## src/hdl/trs_pkg.sv

```systemverilog
// Types and constants shared by the TRS to model matrix core
package trs_pkg;

	localparam int unsigned POS_W  = 32;
	localparam int unsigned QUAT_W = 16;
	localparam int unsigned PROD_W = 2 * QUAT_W;
	localparam int unsigned TERM_W = PROD_W + 3;
	localparam int unsigned FRAC_W = 14;
	localparam int unsigned ROT_W  = TERM_W - FRAC_W;
	localparam int unsigned MUL_W  = ROT_W + POS_W;
	localparam int unsigned SHR_W  = MUL_W - FRAC_W;
	localparam logic signed [TERM_W-1:0] ONE_Q28 = TERM_W'(1) <<< 28;

	typedef struct packed {
		logic signed [POS_W-1:0]  pos_x;
		logic signed [POS_W-1:0]  pos_y;
		logic signed [POS_W-1:0]  pos_z;
		logic signed [QUAT_W-1:0] quat_w;
		logic signed [QUAT_W-1:0] quat_x;
		logic signed [QUAT_W-1:0] quat_y;
		logic signed [QUAT_W-1:0] quat_z;
		logic signed [POS_W-1:0]  scale_x;
		logic signed [POS_W-1:0]  scale_y;
		logic signed [POS_W-1:0]  scale_z;
	} trs_in_t;

	typedef struct packed {
		logic signed [POS_W-1:0] c0_r0;
		logic signed [POS_W-1:0] c0_r1;
		logic signed [POS_W-1:0] c0_r2;
		logic signed [POS_W-1:0] c1_r0;
		logic signed [POS_W-1:0] c1_r1;
		logic signed [POS_W-1:0] c1_r2;
		logic signed [POS_W-1:0] c2_r0;
		logic signed [POS_W-1:0] c2_r1;
		logic signed [POS_W-1:0] c2_r2;
		logic signed [POS_W-1:0] c3_r0;
		logic signed [POS_W-1:0] c3_r1;
		logic signed [POS_W-1:0] c3_r2;
	} trs_out_t;

	typedef struct packed {
		logic s1;
		logic s2;
		logic s3;
		logic s4;
	} trs_adv_t;

	typedef struct packed {
		logic signed [PROD_W-1:0] xx;
		logic signed [PROD_W-1:0] yy;
		logic signed [PROD_W-1:0] zz;
		logic signed [PROD_W-1:0] xy;
		logic signed [PROD_W-1:0] xz;
		logic signed [PROD_W-1:0] yz;
		logic signed [PROD_W-1:0] wx;
		logic signed [PROD_W-1:0] wy;
		logic signed [PROD_W-1:0] wz;
		logic signed [POS_W-1:0]  scale_x;
		logic signed [POS_W-1:0]  scale_y;
		logic signed [POS_W-1:0]  scale_z;
		logic signed [POS_W-1:0]  pos_x;
		logic signed [POS_W-1:0]  pos_y;
		logic signed [POS_W-1:0]  pos_z;
	} trs_prod_t;

	typedef struct packed {
		logic signed [ROT_W-1:0] c0r0;
		logic signed [ROT_W-1:0] c0r1;
		logic signed [ROT_W-1:0] c0r2;
		logic signed [ROT_W-1:0] c1r0;
		logic signed [ROT_W-1:0] c1r1;
		logic signed [ROT_W-1:0] c1r2;
		logic signed [ROT_W-1:0] c2r0;
		logic signed [ROT_W-1:0] c2r1;
		logic signed [ROT_W-1:0] c2r2;
		logic signed [POS_W-1:0] scale_x;
		logic signed [POS_W-1:0] scale_y;
		logic signed [POS_W-1:0] scale_z;
		logic signed [POS_W-1:0] pos_x;
		logic signed [POS_W-1:0] pos_y;
		logic signed [POS_W-1:0] pos_z;
	} trs_rot_t;

	typedef struct packed {
		logic signed [MUL_W-1:0] c0r0;
		logic signed [MUL_W-1:0] c0r1;
		logic signed [MUL_W-1:0] c0r2;
		logic signed [MUL_W-1:0] c1r0;
		logic signed [MUL_W-1:0] c1r1;
		logic signed [MUL_W-1:0] c1r2;
		logic signed [MUL_W-1:0] c2r0;
		logic signed [MUL_W-1:0] c2r1;
		logic signed [MUL_W-1:0] c2r2;
		logic signed [POS_W-1:0] pos_x;
		logic signed [POS_W-1:0] pos_y;
		logic signed [POS_W-1:0] pos_z;
	} trs_mul_t;

endpackage

```

## src/hdl/trs_rot_terms.sv

```systemverilog
// Stage 2: rotation matrix terms, truncated to Q7.14
module trs_rot_terms (
	input  logic               clk,
	input  trs_pkg::trs_adv_t  adv,
	input  trs_pkg::trs_prod_t prod_s1,
	output trs_pkg::trs_rot_t  rot_s2
);
	import trs_pkg::*;

	logic signed [TERM_W-1:0] t00, t01, t02, t10, t11, t12, t20, t21, t22;

	always_comb begin
		t00 = ONE_Q28 - ((TERM_W'(prod_s1.yy) + TERM_W'(prod_s1.zz)) <<< 1);
		t01 = (TERM_W'(prod_s1.xy) + TERM_W'(prod_s1.wz)) <<< 1;
		t02 = (TERM_W'(prod_s1.xz) - TERM_W'(prod_s1.wy)) <<< 1;
		t10 = (TERM_W'(prod_s1.xy) - TERM_W'(prod_s1.wz)) <<< 1;
		t11 = ONE_Q28 - ((TERM_W'(prod_s1.xx) + TERM_W'(prod_s1.zz)) <<< 1);
		t12 = (TERM_W'(prod_s1.yz) + TERM_W'(prod_s1.wx)) <<< 1;
		t20 = (TERM_W'(prod_s1.xz) + TERM_W'(prod_s1.wy)) <<< 1;
		t21 = (TERM_W'(prod_s1.yz) - TERM_W'(prod_s1.wx)) <<< 1;
		t22 = ONE_Q28 - ((TERM_W'(prod_s1.xx) + TERM_W'(prod_s1.yy)) <<< 1);
	end

	// drop the low fraction bits: floor to Q7.14
	always_ff @(posedge clk) begin
		if (adv.s2) begin
			rot_s2.c0r0    <= t00[TERM_W-1:FRAC_W];
			rot_s2.c0r1    <= t01[TERM_W-1:FRAC_W];
			rot_s2.c0r2    <= t02[TERM_W-1:FRAC_W];
			rot_s2.c1r0    <= t10[TERM_W-1:FRAC_W];
			rot_s2.c1r1    <= t11[TERM_W-1:FRAC_W];
			rot_s2.c1r2    <= t12[TERM_W-1:FRAC_W];
			rot_s2.c2r0    <= t20[TERM_W-1:FRAC_W];
			rot_s2.c2r1    <= t21[TERM_W-1:FRAC_W];
			rot_s2.c2r2    <= t22[TERM_W-1:FRAC_W];
			rot_s2.scale_x <= prod_s1.scale_x;
			rot_s2.scale_y <= prod_s1.scale_y;
			rot_s2.scale_z <= prod_s1.scale_z;
			rot_s2.pos_x   <= prod_s1.pos_x;
			rot_s2.pos_y   <= prod_s1.pos_y;
			rot_s2.pos_z   <= prod_s1.pos_z;
		end
	end
endmodule

```

## config.mk

```make
export PLATFORM = sky130hd
export DESIGN_NAME = trs_rot_terms
export DESIGN_NICKNAME = d
export VERILOG_FILES = /design/src/hdl/trs_pkg.sv /design/src/hdl/trs_rot_terms.sv
export SDC_FILE = /design/constraint.sdc
export NUM_CORES = 1
export LEC_CHECK = 0
export CAP_MARGIN = 0
export CORE_AREA = 2 2 339 341
export DETAILED_ROUTE_END_ITERATION = 8
export DIE_AREA = 0 0 341 343
export DONT_BUFFER_PORTS = 1
export SLEW_MARGIN = 20
export SYNTH_ARGS = -nofsm -noshare
export SYNTH_HDL_FRONTEND = slang
export SYNTH_SLANG_ARGS = --single-unit
```

## constraint.sdc

```tcl
create_clock -name clk -period 5.7 [get_ports clk]
set_input_delay 0.855 -clock clk [delete_from_list [all_inputs] [get_ports clk]]
set_output_delay 0.855 -clock clk [all_outputs]
set_load 0.1 [all_outputs]
```

==> results of run 1 <==
-- per-layer routing --
layer,vias up,track usage,part of all wire
met5,-,0,0.0011
met4,20,0.124,0.081
met3,229,0.0837,0.11
met2,811,0.318,0.49
met1,8753,0.167,0.32
li1,8449,-,-
-- cells by family after synthesis --
group / share of synthesized area
xor+xnor: 0.0737
fa+ha+maj: 0.147
compound gates: 0.155
mux: 0.00421
simple gates: 0.119
buf+inv: 0.0384
flops: 0.462
-- worst max-delay path, cell delays in order --
cell,delay [ns]
ha_1,0.22
fa_1,0.46
a211o_1,0.35
a211oi_1,0.36
a21oi_1,0.15
a311oi_1,0.38
o31a_1,0.25
xnor2_1,0.12
or4b_1,0.61
nor4b_4,0.41
a31oi_1,0.25
nor3_2,0.15
buf_4,0.17
nand3_1,0.10
and2_1,0.19
-- layout make-up --
class,instances,share of cell area
clock inverters,40,0.0170
inverters,183,0.0241
flip-flops and latches,375,0.396
repair buffers,78,0.0261
diodes,8,0.000703
well taps,1512,0.0665
multi-input cells,1641,0.428
clock buffers,50,0.0425
-- Yosys cell counts, drive strengths merged, types with 6 or more instances --
library cell    n
xnor2         136
inv           183
and3           19
nand2b         25
a211oi         24
or2             9
o211ai         16
edfxtp        375
o21ai          88
ha            282
o21a           26
nand3          40
nand2          86
nor2b          25
xor2           69
clkbuf         33
a311oi          6
nor4b           8
a31oi          20
o41ai           9
nor3           65
a21boi          9
nand4          16
o31ai          14
nor3b           7
or4             7
mux2i           8
nor4           16
and2           14
a211o          14
a21oi         188
o21bai         31
o31a            7
a21o           61
nor2          192
and4            7
a2111oi         8
or3            12
nand3b          6
buf            12
-- power by group through the flow --
stage	clock network, W	registers (W)	logic, W
3_5_place_dp	0	0.00592	0.00219
4_1_cts	0.00342	0.00587	0.00221
3_3_place_gp	0	0.00592	0.00219
6_report	0.00330	0.00584	0.00221
2_1_floorplan	0	0.00604	0.00127
5_1_grt	0.00349	0.00586	0.00240
-- per-stage QoR --
step	cell area [um2]	utilization	cells	total power (W)	hold slack, ns
6_report	28500	0.251	3887	0.0114	0.307
5_1_grt	28500	0.251	3881	0.0117	0.247
4_1_cts	28400	0.250	3877	0.0115	0.234
3_5_place_dp	26700	0.236	3787	0.00811	0.954
3_3_place_gp	26700	0.236	3787	0.00812	0.954
2_1_floorplan	24400	-	2245	0.00731	0.954
-- cell usage in the layout, fill, tap and decap left out, types with 25 or more instances in the layout --
cell,instances
clkbuf_16,48
a21oi_1,188
a21o_1,59
xor2_1,69
nor2_1,192
o21bai_1,31
inv_1,183
ha_1,282
nand2b_1,25
xnor2_1,136
nand3_1,39
buf_4,69
nor3_1,64
o21ai_0,86
edfxtp_1,375
o21a_1,26
nand2_1,86
nor2b_1,25
-- how the worst min path moves through the flow --
stage                 startpoint          end  slack (ns)  depth (start not counted)
finish              prod_s1[130]  rot_s2[130]        0.31                          0
global route        prod_s1[130]  rot_s2[130]        0.25                          0
detailed placement  prod_s1[133]  rot_s2[133]        0.95                          0
CTS                 prod_s1[169]  rot_s2[169]        0.23                          0
floorplan             prod_s1[0]    rot_s2[0]        0.95                          0
global placement    prod_s1[125]  rot_s2[125]        0.95                          0
==> key figures, run 1 <==
Min path
  – HP Class: input port to flop

Cells and area
  – Fill cells: 12,000
  – Area of the multi-input gates: 0.0122 mm2
  – Max reg flops: 375
  – Share of cells above drive strength 1: 0.0883
  – Area grow syn2layout: 16.8%
  – Biggest register: rot_s2
  – FF/Latch Area: 0.0113 mm2
  – Nets: 3,097
  – Top Registers: rot_s2 (375)

Clock network
  – Clk sinks: 375
  – # H-tree levels: 2
  – Cts repair resizes: 0
  – Hold Buf Count CTS: 0
  – Clk slew on worst S/H paths: 0.07 ns
  – CTS Buf Count: 48
  – Clock Path Buffers: 3
  – Post-CTS setup buffer count: 0
  – Clk root buf: clkbuf_16
  – CTS tree: yes

Global routing
  – Largest net degree at the start of global routing: 376
  – Initial antenna violation count: 43
  – First-pass GRT wire length: 146 mm
  – Total track usage: 0.181
  – Overflow after GRT: 0
  – Vias in the first global route: 17,700

Pwr
  – Sw Share: 0.463
  – Sequential group share of total power: 0.514
  – Power per cell area: 399 mW/mm2
  – Cell Int Power: 0.00610 W
  – Maximum vdd drop: 255 uV
  – Net Switching: 0.00526 W
  – Clock power frac: 0.291
  – LEAKAGE: 11.1 nW
  – Logic gate share of total power: 0.195

Place
  – IO Port Bufs: 0
  – Worst slack, placed: 0.420 ns
  – GPL Wtd Cong: 0.989
  – Detail Placement HPWL: 93.8 mm

Yosys
  – Synth cell types: 92
  – Synth area leader: edfxtp_1
  – Mapped Nets: 3,015
  – Average cell area after synthesis: 10.9 um2
  – Async SR Flop Fraction: 0
  – Post-synth EDFFs: 375
  – Mapped Area: 0.0244 mm2
  – Post-synthesis sequential area ratio: 0.462
  – Main synth FF type: edfxtp_1
  – Yosys warns: 0
  – Seq cells post-synth: 375
  – Syn Inst Count: 2,245
  – Synth area leaders: edfxtp_1 (46%), ha_1 (14%), xnor2_1 (4.9%), a21oi_1 (3.9%), nor2_1 (3.0%)
  – Post-synth top area share: 0.462

Die
  – Initial core utilization: 0.215
  – Die footprint: 0.117 mm2
  – FP Rows: 124
  – Die H: 343 um
  – Die W: 341 um
  – Top-Level Pins: 866
  – Core ar.: 0.113 mm2

STA
  – Fin worst setup slack: 1.07 ns
  – Max Slew Vio Count: 0
  – Fin crit period: 4.63 ns
  – Final setup fails: 0
  – Fmax: 216 MHz
  – Tcrit/Tclk final: 0.813
  – RSZ-0062 raised after global routing: no
  – Worst rel slew slack: 0.182
  – Worst Tran Pin Value: 1.23 ns
  – Final hold violations: 0
  – Setup TNS: 0 ns

Setup path
  – Critical path launch point: prod_s1[416]
  – Req. time, crit path: 6.09 ns
  – Critical path peak fanout: 5
  – Worst EP arrival: 5.02 ns
  – CP Capture Point: rot_s2[212]
  – CP Capture Type: flop
  – CP startpoint kind: input port
  – Kind of critical path: input port to flop

Detailed routing
  – Total number of vias: 18,300
  – Wirelength, routed: 111 mm
  – Via density: 4.70
  – Average wire per standard cell: 28.7 um
  – Drt pass-1 iters: 6
  – Post-DRT Antenna Nets: 0
  – Iter 0 DRT Violations: 1,095
  – DRC viols: 0

Status
  – Status: complete, no violations

Job
  – Max cap viols: 0
Note: power is estimated with default switching activity, not from simulation.
==> run 2: changes to the inputs <==
==> constraint.sdc (replaced) <==
create_clock -name clk -period 3.9 [get_ports clk]
set_input_delay 0.585 -clock clk [delete_from_list [all_inputs] [get_ports clk]]
set_output_delay 0.585 -clock clk [all_outputs]
set_load 0.1 [all_outputs]
==> run 2 against run 1 <==
  * Power up 52%
  * Setup slack worse by 0.89 ns
  * Critical path depth unchanged
  * Utilization up 4.0 points
  * Cell count up 13%
  * Clock power up 41%
  * Clock-buffer cell count up 2
  * Routed wire length up 4.8%
  * First-iteration DRC count down 3.1%
  * Non-clock buffer count up 514
  * Hold slack worse by 0.24 ns
  * Sequential cell count unchanged
  * Critical endpoint is now rot_s2[211]
==> key figures, run 2 (synthesized netlist as in run 1, its figures left out) <==
Global routing
  – Total track usage: 0.190
  – First-pass GRT wire length: 155 mm
  – Met2 Usage GRT: 0.342
  – Overflow after GRT: 0
  – Grt met1 use: 0.176
  – Initial antenna violation count: 23
  – Largest net degree at the start of global routing: 376
  – GR peak layer: met2
  – Vias in the first global route: 19,900
  – Met3 usage: 0.0818

Die
  – Initial core utilization: 0.215
  – Core ar.: 0.113 mm2
  – FP Rows: 124
  – Die footprint: 0.117 mm2
  – Die H: 343 um
  – Top-Level Pins: 866
  – Die W: 341 um

Setup path
  – Worst EP arrival: 4.10 ns
  – CP startpoint kind: input port
  – Critical path peak fanout: 5
  – CP Capture Type: flop
  – Kind of critical path: input port to flop
  – Req. time, crit path: 4.28 ns

Cells and area
  – Area grow syn2layout: 35.4%
  – Nets: 3,612
  – Biggest register: rot_s2
  – Top Registers: rot_s2 (375)
  – Fill cells: 11,600
  – Most frequent cells in the layout: buf_4 (392), edfxtp_1 (375), ha_1 (276)
  – Commonest non-fill, non-tap cell in the layout: buf_4
  – FF/Latch Area: 0.0113 mm2
  – Non-Filler Instances: 4,403
  – Share of cells above drive strength 1: 0.194
  – Max reg flops: 375
  – Area of the multi-input gates: 0.0124 mm2

STA
  – Worst Tran Pin Value: 1.24 ns
  – Max Slew Vio Count: 0
  – Final setup fails: 0
  – Worst rel slew slack: 0.175
  – Fmax: 269 MHz
  – Min Hold Slack: 0.0643 ns
  – Fin crit period: 3.72 ns
  – Final hold violations: 0
  – Tcrit/Tclk final: 0.954

Pwr
  – Power per cell area: 523 mW/mm2
  – Maximum vdd drop: 339 uV
  – LEAKAGE: 13.5 nW

Job
  – Max cap viols: 0

Detailed routing
  – Total number of vias: 20,100
  – Iter 0 DRT Violations: 1,061
  – Drt pass-1 iters: 5
  – DRC viols: 0
  – Wirelength, routed: 117 mm
  – Average wire per standard cell: 26.5 um
  – Post-DRT Antenna Nets: 0
  – Via density: 4.57

Clock network
  – Clk slew on worst S/H paths: 0.06 ns
  – Clock Path Buffers: 3
  – Clk root buf: clkbuf_16
  – Clk sinks: 375
  – CTS tree: yes
  – # H-tree levels: 2
  – CTS Buf Count: 49

Min path
  – Hold Path End: rot_s2[165]
  – Hold path depth: 0
  – HP Class: input port to flop
  – HP Start: adv[2]

Status
  – Status: complete, no violations

Place
  – GPL Wtd Cong: 1.00
  – IO Port Bufs: 0
  – Placed insts: 4,108
  – Detail Placement HPWL: 98.0 mm
## run 2: layout make-up
class                      count  area share
multi-input combinational   1641       0.377
sequential                   375       0.341
timing repair buffer         592       0.154
tap                         1512      0.0573
clock buffer                  52      0.0375
inverter                     183      0.0208
clock inverter                40      0.0124
antenna                        8    0.000607
## run 2: report_power, final
| group | internal (W) | leakage [nW] | total, W | switching (W) |
|---|---|---|---|---|
| sequential | 0.00512 | 3.67 | 0.00870 | 0.00359 |
| combinational | 0.00167 | 9.03 | 0.00391 | 0.00223 |
| clock | 0.00262 | 0.779 | 0.00466 | 0.00204 |
## run 2: timing repair
item                                    4_1_cts  5_1_grt
hold endpoints to repair                    191        0
endpoints found under the setup margin        0       11
resized for setup                             0        6
hold buffers                                191        0
setup buffers                                 0        1
## run 2: worst max path at each step
stage | startpoint | cells past startpoint | slack [ns] | end
finish | prod_s1[416] | 15 | 0.18 | rot_s2[211]
global route | prod_s1[416] | 15 | -0.005 | rot_s2[211]
CTS | prod_s1[394] | 13 | 0.12 | rot_s2[295]
detailed placement | prod_s1[394] | 13 | -0.60 | rot_s2[295]
global placement | prod_s1[416] | 14 | -0.54 | rot_s2[211]
floorplan | prod_s1[384] | 14 | -0.22 | rot_s2[295]
## run 2: per-stage QoR
step	utilization	power [W]	TNS, ns	area [um2]	worst slack [ns]
final	0.291	0.0173	0	33000	0.179
after global routing	0.291	0.0179	-0.00452	33000	-0.00452
after floorplan	-	0.0107	-1.31	24600	-0.216
after CTS	0.290	0.0175	0	32900	0.115
after global placement	0.259	0.0125	-11.92	29300	-0.543
after detailed placement	0.259	0.0125	-14.06	29300	-0.604
## run 2: worst max-delay path, cell delays in order
cell	delay, ns
ha_4	0.15
fa_2	0.40
a211o_1	0.34
a211oi_4	0.33
a21oi_2	0.10
a31oi_1	0.22
mux2i_1	0.24
nand3_1	0.11
or4b_4	0.56
nor4b_4	0.26
buf_4	0.18
a31oi_4	0.11
nor3_4	0.21
nand3_1	0.14
xnor2_1	0.16
## run 2: per-layer routing
layer  share of wire  vias up  wire length [um]
li1                -     9461                 -
met1            0.32     9610             37400
met2            0.50      838             58500
met3            0.10      184             12000
met4           0.075        8              8810
met5         0.00050        -                58
